[src/sv/aie_csum.sv]
// internet checksum accumulator fed one byte per cycle while i_en is high
`default_nettype none
module aie_csum (
    input  wire logic        i_clk,
    input  wire logic        i_rst_n,
    input  wire logic        i_clr,
    input  wire logic        i_en,
    input  wire logic        i_hi,
    input  wire logic [7:0]  i_byte,
    output logic      [15:0] o_sum
);

    logic [31:0] r_acc;
    logic [16:0] s1;
    logic [16:0] s2;

    always_ff @(posedge i_clk) begin
        if (!i_rst_n || i_clr) begin
            r_acc <= '0;
        end else if (i_en) begin
            r_acc <= r_acc + (i_hi ? {16'd0, i_byte, 8'd0} : {24'd0, i_byte});
        end
    end

    // end-around carry fold, then complement
    always_comb begin
        s1 = {1'b0, r_acc[31:16]} + {1'b0, r_acc[15:0]};
        s2 = s1 + {16'd0, s1[16]};
        o_sum = ~s2[15:0];
    end

endmodule
`default_nettype wire

[config.mk]
export PLATFORM = sky130hd
export DESIGN_NAME = aie_csum
export DESIGN_NICKNAME = d
export VERILOG_FILES = /design/src/sv/aie_csum.sv
export SDC_FILE = /design/constraint.sdc
export NUM_CORES = 1
export LEC_CHECK = 0
export ABC_AREA = 1
export BUFFER_PORTS_ARGS = -buffer_cell sky130_fd_sc_hd__buf_2
export CORE_UTILIZATION = 55
export DETAILED_ROUTE_END_ITERATION = 10
export HOLD_SLACK_MARGIN = 0.08
export PLACE_DENSITY_LB_ADDON = 0.12
export SYNTH_ARGS = -nofsm -noshare
export SYNTH_HDL_FRONTEND = slang
export SYNTH_SLANG_ARGS = --single-unit
export TNS_END_PERCENT = 1
[constraint.sdc]
create_clock -name i_clk -period 4 [get_ports i_clk]
set_input_delay 0.4 -clock i_clk [delete_from_list [all_inputs] [get_ports i_clk]]
set_output_delay 0.4 -clock i_clk [all_outputs]
set_load 0.005 [all_outputs]
==> results of run 1 <==
-- timing repair --
item                       in CTS  in global routing
setup endpoints to repair       0                  6
resized for setup               0                  6
buffers inserted                0                  1
-- report_power, final --
part | switching (mW) | total, mW | internal, mW
Combinational | 0.101 | 0.158 | 0.0571
Clock | 0.135 | 0.320 | 0.184
Sequential | 0.00908 | 0.334 | 0.325
Total | 0.246 | 0.812 | 0.567
-- cells by family (layout without fill, tap and decap cells) --
family,Yosys count,count (layout),synth area share
AO/OA/AOI/OAI,85,85,0.115
flip-flops,32,32,0.164
XOR/XNOR,19,19,0.0473
AND/OR/NAND/NOR,378,378,0.434
adder cells (fa/ha/maj),36,36,0.119
buffers and inverters,126,156,0.121
-- cell usage after synthesis, drive strengths merged (2+ instances only) --
library cell | number | area share
xnor2 | 4 | 0.0090
xor2 | 15 | 0.038
o211ai | 4 | 0.0077
o21ai | 28 | 0.036
nand3 | 53 | 0.072
fa | 2 | 0.010
dfxtp | 32 | 0.16
or2 | 3 | 0.0048
nor4 | 3 | 0.0048
inv | 117 | 0.11
nand4 | 16 | 0.026
and2 | 2 | 0.0032
a21oi | 47 | 0.060
nor3 | 10 | 0.016
ha | 34 | 0.11
nor2 | 92 | 0.095
buf | 2 | 0.0022
nand2 | 197 | 0.21
o21bai | 2 | 0.0038
clkbuf | 7 | 0.0067
o22ai | 2 | 0.0032
-- layer usage --
layer	wire length, um	share of wire	vias up	track usage
met3	725	0.069	17	0.0495
met4	182	0.017	0	0.0909
met1	4940	0.47	1896	0.411
met5	0	0	-	0
li1	-	-	2213	-
met2	4630	0.44	144	0.481
-- through the flow --
stage	hold slack, ps	cells
2_1_floorplan	463	676
3_3_place_gp	476	793
5_1_grt	517	802
3_5_place_dp	499	793
6_report	494	802
4_1_cts	509	801
-- layout make-up --
cell class / count / area (um^2) / area share
Timing Repair Buffer: 31 / 163 / 0.0380
Sequential cell: 32 / 643 / 0.150
Clock inverter: 3 / 42.5 / 0.00994
Inverter: 117 / 439 / 0.103
Clock buffer: 5 / 68.8 / 0.0161
Multi-Input combinational cell: 518 / 2800 / 0.655
Tap cell: 96 / 120 / 0.0281
-- worst min path at each step --
stage / cells past startpoint / startpoint / endpoint
2_1_floorplan: 2 / r_acc[0]$_SDFFE_PP0P_ / r_acc[0]$_SDFFE_PP0P_
3_3_place_gp: 2 / r_acc[0]$_SDFFE_PP0P_ / r_acc[0]$_SDFFE_PP0P_
3_5_place_dp: 2 / r_acc[0]$_SDFFE_PP0P_ / r_acc[0]$_SDFFE_PP0P_
4_1_cts: 2 / r_acc[0]$_SDFFE_PP0P_ / r_acc[0]$_SDFFE_PP0P_
5_1_grt: 2 / r_acc[0]$_SDFFE_PP0P_ / r_acc[0]$_SDFFE_PP0P_
6_report: 2 / r_acc[0]$_SDFFE_PP0P_ / r_acc[0]$_SDFFE_PP0P_
-- tightest hold or removal path: stages (launching register included) --
cell	delay (ps)
dfxtp_2	340
nand2_1	60
a21oi_1	60
==> impl_metrics.env, run 1 <==
export IMPL_outcome="finished clean"
export IMPL_cts_clk_slew_worst_paths_ps=70
export IMPL_drive_gt1_frac=0.110
export IMPL_cp_cell_sequence="ha_2 > inv_1 > fa_1 > inv_2 > nand2_1 > nand3_2 > nand2_1 > nand2_1 > a21oi_1 > o21bai_1 > ha_1 > nand2_1 > nor2_2 > nand2_2 > inv_2 > nand2_2 > nor2_8 > nand2_4 > nor2_4 > nand2_1 > nand2_1 > nand2_1 > buf_2"
export IMPL_track_usage=0.299
export IMPL_largest_register="r_acc"
export IMPL_synth_nets=725
export IMPL_wl_per_cell_um=13.1
export IMPL_hp_class="reg2reg"
export IMPL_critPathRequiredTime_ps=3600
export IMPL_place_area_mm2=0.00415
export IMPL_dp_slack_ps=479
export IMPL_crit_family="simple AND/OR/NAND/NOR gates"
export IMPL_cp_slowest_cell="fa_1"
export IMPL_die_w_um=86.3
export IMPL_initial_core_util=0.573
export IMPL_yosysSeqAreaShare=0.164
export IMPL_cts_buffers=5
export IMPL_endpoint_kind="output pin"
export IMPL_finalNetCount=754
export IMPL_io_buffer_count=28
export IMPL_cap_violations=0
export IMPL_cts_root_buf="clkbuf_8"
export IMPL_ys_async_sr_fraction=0
export IMPL_cp_num_buf_inv=4
export IMPL_worstRegToRegCells=10
export IMPL_finalSetupTns_ps=0
export IMPL_cp_max_fo=5
export IMPL_cpPeakStageDelay_ps=420
export IMPL_placementRows=30
export IMPL_routed_via_count=4270
export IMPL_r2r_end="r_acc[21]$_SDFFE_PP0P_"
export IMPL_design_power_total_uw=812
export IMPL_crit_end="o_sum[14]"
export IMPL_reg2reg_slack_ps=1840
export IMPL_ys_ff_latch=32
export IMPL_core_mm2=0.00683
export IMPL_yosysWarnings=0
export IMPL_dieArea_mm2=0.00745
export IMPL_viasPerCell=5.32
export IMPL_grt_max_degree=37
export IMPL_grt_pass1_vias=3868
export IMPL_drtAntennaViolNets=0
export IMPL_slew_viol_final=0
export IMPL_setup_violations=0
export IMPL_synthCells=676
export IMPL_crit_start="r_acc[16]$_SDFFE_PP0P_"
export IMPL_rsz0062_at_grt="no"
export IMPL_fin_area_mm2=0.00428
export IMPL_critical_path_class="reg2out"
export IMPL_area_growth_syn_to_layout_pct=9.44
export IMPL_timing_fmax_mhz=271
export IMPL_io_pins=29
export IMPL_crit_top_cell="nand2_1"
export IMPL_timing_final_crit_share=0.924
export IMPL_grt_overflow=0
export IMPL_globalplace_congestion=0.883
export IMPL_largest_reg_flops=32
export IMPL_pwr_density_cell_mw_per_mm2=190
export IMPL_fin_crit_ps=3700
export IMPL_startpoint_type="register"
export IMPL_antenna_cells=0
export IMPL_skew_ps=9.57
export IMPL_final_common_cell="nand2_1"
export IMPL_firstDrtPassIters=5
export IMPL_cts_hold_repair_buffers=0
export IMPL_grt_pass1_wl_um=17700
export IMPL_cts_sinks=32
export IMPL_antenna_found_initial=0
export IMPL_hold_violations=0
export IMPL_reg2reg_from="r_acc[15]$_SDFFE_PP0P_"
export IMPL_ys_types=37
export IMPL_reg_largest_list="r_acc (32)"
export IMPL_routed_wl_um=10500
export IMPL_cts_tree="done"
export IMPL_netlist_area_mm2=0.00391
export IMPL_drc=0
export IMPL_worst_path_stages=23
export IMPL_cp_arrival_ps=3300
export IMPL_slew_headroom=0.615
export IMPL_dr_first_iter_drc_count=375
export IMPL_leakage_nw=2.25
export IMPL_nFillCells=709
export IMPL_dp_hpwl_um=8620
export IMPL_final_cell_mix="177 x nand2_1, 112 x inv_1, 88 x nor2_1"
export IMPL_max_vdd_ir_drop_mv=0.177
export IMPL_worst_slew_pin_transition_ps=577
export IMPL_die_h_um=86.3
export IMPL_synth_edff_count=0
export IMPL_post_route_util=0.627
export IMPL_htree_levels=2
export IMPL_clk_latency_ps=290
export IMPL_cts_max_path_buffers=2
export IMPL_avgSynthCellArea_um2=5.79
export IMPL_synthFlopType="dfxtp_1"
export IMPL_setup_slack_ps=305
(Power assumes the default switching activity.)
==> run 2, diff against run 1 <==
- CELL_PAD_IN_SITES_DETAIL_PLACEMENT: unset -> 1
- CELL_PAD_IN_SITES_GLOBAL_PLACEMENT: unset -> 1
- CORE_UTILIZATION: 55 -> 43
- CTS_CLUSTER_SIZE: unset -> 28
- clock period: 4 -> 3.9 ns (I/O delays scaled with it)
==> run 2 against run 1 <==
  * Cell count grew 1.6%
  * Via count is 2.0% higher
  * First-iteration DRC count down 51%
  * Total power is 2.9% lower
  * Design area rose by 2.5%
  * Die area rose by 27%
  * Clock skew decreased by 0.81 ps
  * Register-to-register slack got worse by 210 ps
  * Worst setup slack worse by 47 ps
  * Sequential power rose by 3%
  * Sequential share of layout area decreased by 0.25 points
  * Highest routed layer unchanged
==> impl_metrics.env, run 2 (synthesized netlist as in run 1, its figures left out) <==
export IMPL_outcome="finished clean"
export IMPL_track_usage=0.282
export IMPL_cts_buffers=5
export IMPL_htree_levels=2
export IMPL_grt_max_degree=37
export IMPL_critical_path_class="reg2out"
export IMPL_cts_hold_repair_buffers=0
export IMPL_dp_hpwl_um=10800
export IMPL_busiest_layer="met2"
export IMPL_drive_gt1_frac=0.130
export IMPL_worst_slew_pin_transition_ps=570
export IMPL_firstDrtPassIters=4
export IMPL_hp_class="reg2reg"
export IMPL_clk_latency_ps=290
export IMPL_io_buffer_count=28
export IMPL_cts_clk_slew_worst_paths_ps=80
export IMPL_power_frac_clock=0.344
export IMPL_cts_tree="done"
export IMPL_cts_max_path_buffers=2
export IMPL_grt_pass1_vias=4468
export IMPL_area_growth_syn_to_layout_pct=12.2
export IMPL_initial_core_util=0.446
export IMPL_p_sw_frac=0.341
export IMPL_cp_cell_sequence="ha_1 > nand2_2 > nor2_2 > nand2_1 > nand3_2 > nand2_1 > nand2_1 > a21oi_1 > o21bai_1 > ha_1 > nand2_1 > nor2_4 > nand2_2 > inv_2 > nand2_2 > nor2_8 > nand2_4 > nor2_4 > nand2_1 > nand2_1 > nand2_1 > buf_2"
export IMPL_drtAntennaViolNets=0
export IMPL_setup_violations=0
export IMPL_p_comb_frac=0.220
export IMPL_crit_family="simple AND/OR/NAND/NOR gates"
export IMPL_grt_pass1_wl_um=21500
export IMPL_fin_area_mm2=0.00439
export IMPL_largest_register="r_acc"
export IMPL_routed_via_count=4354
export IMPL_globalRouteMet2Util=0.478
export IMPL_p_int_uw=520
export IMPL_stdcell_count=815
export IMPL_timing_fmax_mhz=275
export IMPL_hold_violations=0
export IMPL_switchingPower_uw=269
export IMPL_cap_violations=0
export IMPL_seq_power_share=0.436
export IMPL_io_pins=29
export IMPL_grt_overflow=0
export IMPL_leakage_nw=2.22
export IMPL_finalNetCount=755
export IMPL_antenna_found_initial=0
export IMPL_endpoint_kind="output pin"
export IMPL_startpoint_type="register"
export IMPL_viasPerCell=5.34
export IMPL_cp_slowest_cell="ha_1"
export IMPL_die_h_um=97.4
export IMPL_cts_sinks=32
export IMPL_timing_final_crit_share=0.934
export IMPL_use_met1=0.375
export IMPL_cp_max_fo=7
export IMPL_largest_reg_flops=32
export IMPL_cpPeakStageDelay_ps=420
export IMPL_skew_ps=8.76
export IMPL_max_vdd_ir_drop_mv=0.115
export IMPL_globalRouteMet3Util=0.0432
export IMPL_pwr_density_cell_mw_per_mm2=180
export IMPL_crit_top_cell="nand2_1"
export IMPL_placementRows=34
export IMPL_dieArea_mm2=0.00948
export IMPL_cp_arrival_ps=3250
export IMPL_antenna_cells=0
export IMPL_final_cell_mix="177 x nand2_1, 112 x inv_1, 87 x nor2_1"
export IMPL_dr_first_iter_drc_count=185
export IMPL_reg_largest_list="r_acc (32)"
export IMPL_dp_cells=806
export IMPL_critPathRequiredTime_ps=3510
export IMPL_cp_num_buf_inv=2
export IMPL_routed_wl_um=13200
export IMPL_slew_viol_final=0
export IMPL_final_common_cell="nand2_1"
export IMPL_die_w_um=97.4
export IMPL_place_area_mm2=0.00417
export IMPL_cts_root_buf="clkbuf_8"
export IMPL_globalplace_congestion=0.885
export IMPL_core_mm2=0.00876
export IMPL_fin_crit_ps=3640
export IMPL_wl_per_cell_um=16.2
export IMPL_drc=0
export IMPL_slew_headroom=0.620
-- run 2: final cells by class --
cell class	instances	area, um^2
clock buffer	5	68.8
clock inverter	3	18.8
fill	1301	4380
inverter	117	439
multi-input combinational	518	2910
sequential	32	648
tap	108	135
timing repair buffer	32	170
-- run 2: power by group through the flow --
stage	clock (mW)	sequential (mW)	combinational [mW]
6_report	0.271	0.344	0.174
2_1_floorplan	0	0.346	0.118
3_5_place_dp	0	0.351	0.168
5_1_grt	0.292	0.345	0.195
3_3_place_gp	0	0.350	0.162
4_1_cts	0.277	0.343	0.169
-- run 2: worst paths after layout --
| path | start | slack (ps) | cells after the start | endpoint |
|---|---|---|---|---|
| setup / recovery | r_acc[21]$_SDFFE_PP0P_ | 260 | 22 | o_sum[14] |
| hold / removal | r_acc[0]$_SDFFE_PP0P_ | 500 | 2 | r_acc[0]$_SDFFE_PP0P_ |
| setup reg to reg | r_acc[15]$_SDFFE_PP0P_ | 1630 | 10 | r_acc[21]$_SDFFE_PP0P_ |
| hold reg to reg | r_acc[0]$_SDFFE_PP0P_ | 500 | 2 | r_acc[0]$_SDFFE_PP0P_ |
-- run 2: repair_timing --
| action | 4_1_cts | 5_1_grt |
|---|---|---|
| setup endpoints to repair | 1 | 8 |
| resized for setup | 1 | 26 |
| pin swaps | 0 | 1 |
| setup buffers | 0 | 1 |
-- run 2: routing by layer --
layer,vias up,part of all wire
li1,2205,-
met1,2071,0.48
met2,62,0.47
met3,16,0.036
met4,0,0.016
met5,-,0
-- run 2: per-stage QoR --
| step | util | setup WS (ps) | power (mW) | hold slack, ps | TNS (ps) |
|---|---|---|---|---|---|
| 2_1_floorplan | - | 828 | 0.464 | 463 | 0 |
| 3_3_place_gp | 0.476 | 534 | 0.513 | 479 | 0 |
| 3_5_place_dp | 0.476 | 328 | 0.519 | 482 | 0 |
| 4_1_cts | 0.487 | 41.0 | 0.789 | 494 | 0 |
| 5_1_grt | 0.501 | -13.6 | 0.831 | 528 | -13.6 |
| 6_report | 0.501 | 258 | 0.789 | 498 | 0 |
-- run 2: worst register-to-register path, delay by kind of cell, from the launching register on --
kind / cells / cell delay, ps
fa+ha+maj: 1 / 400
buf+inv: 2 / 130
simple gates: 6 / 820
flops: 1 / 360
compound gates: 1 / 470
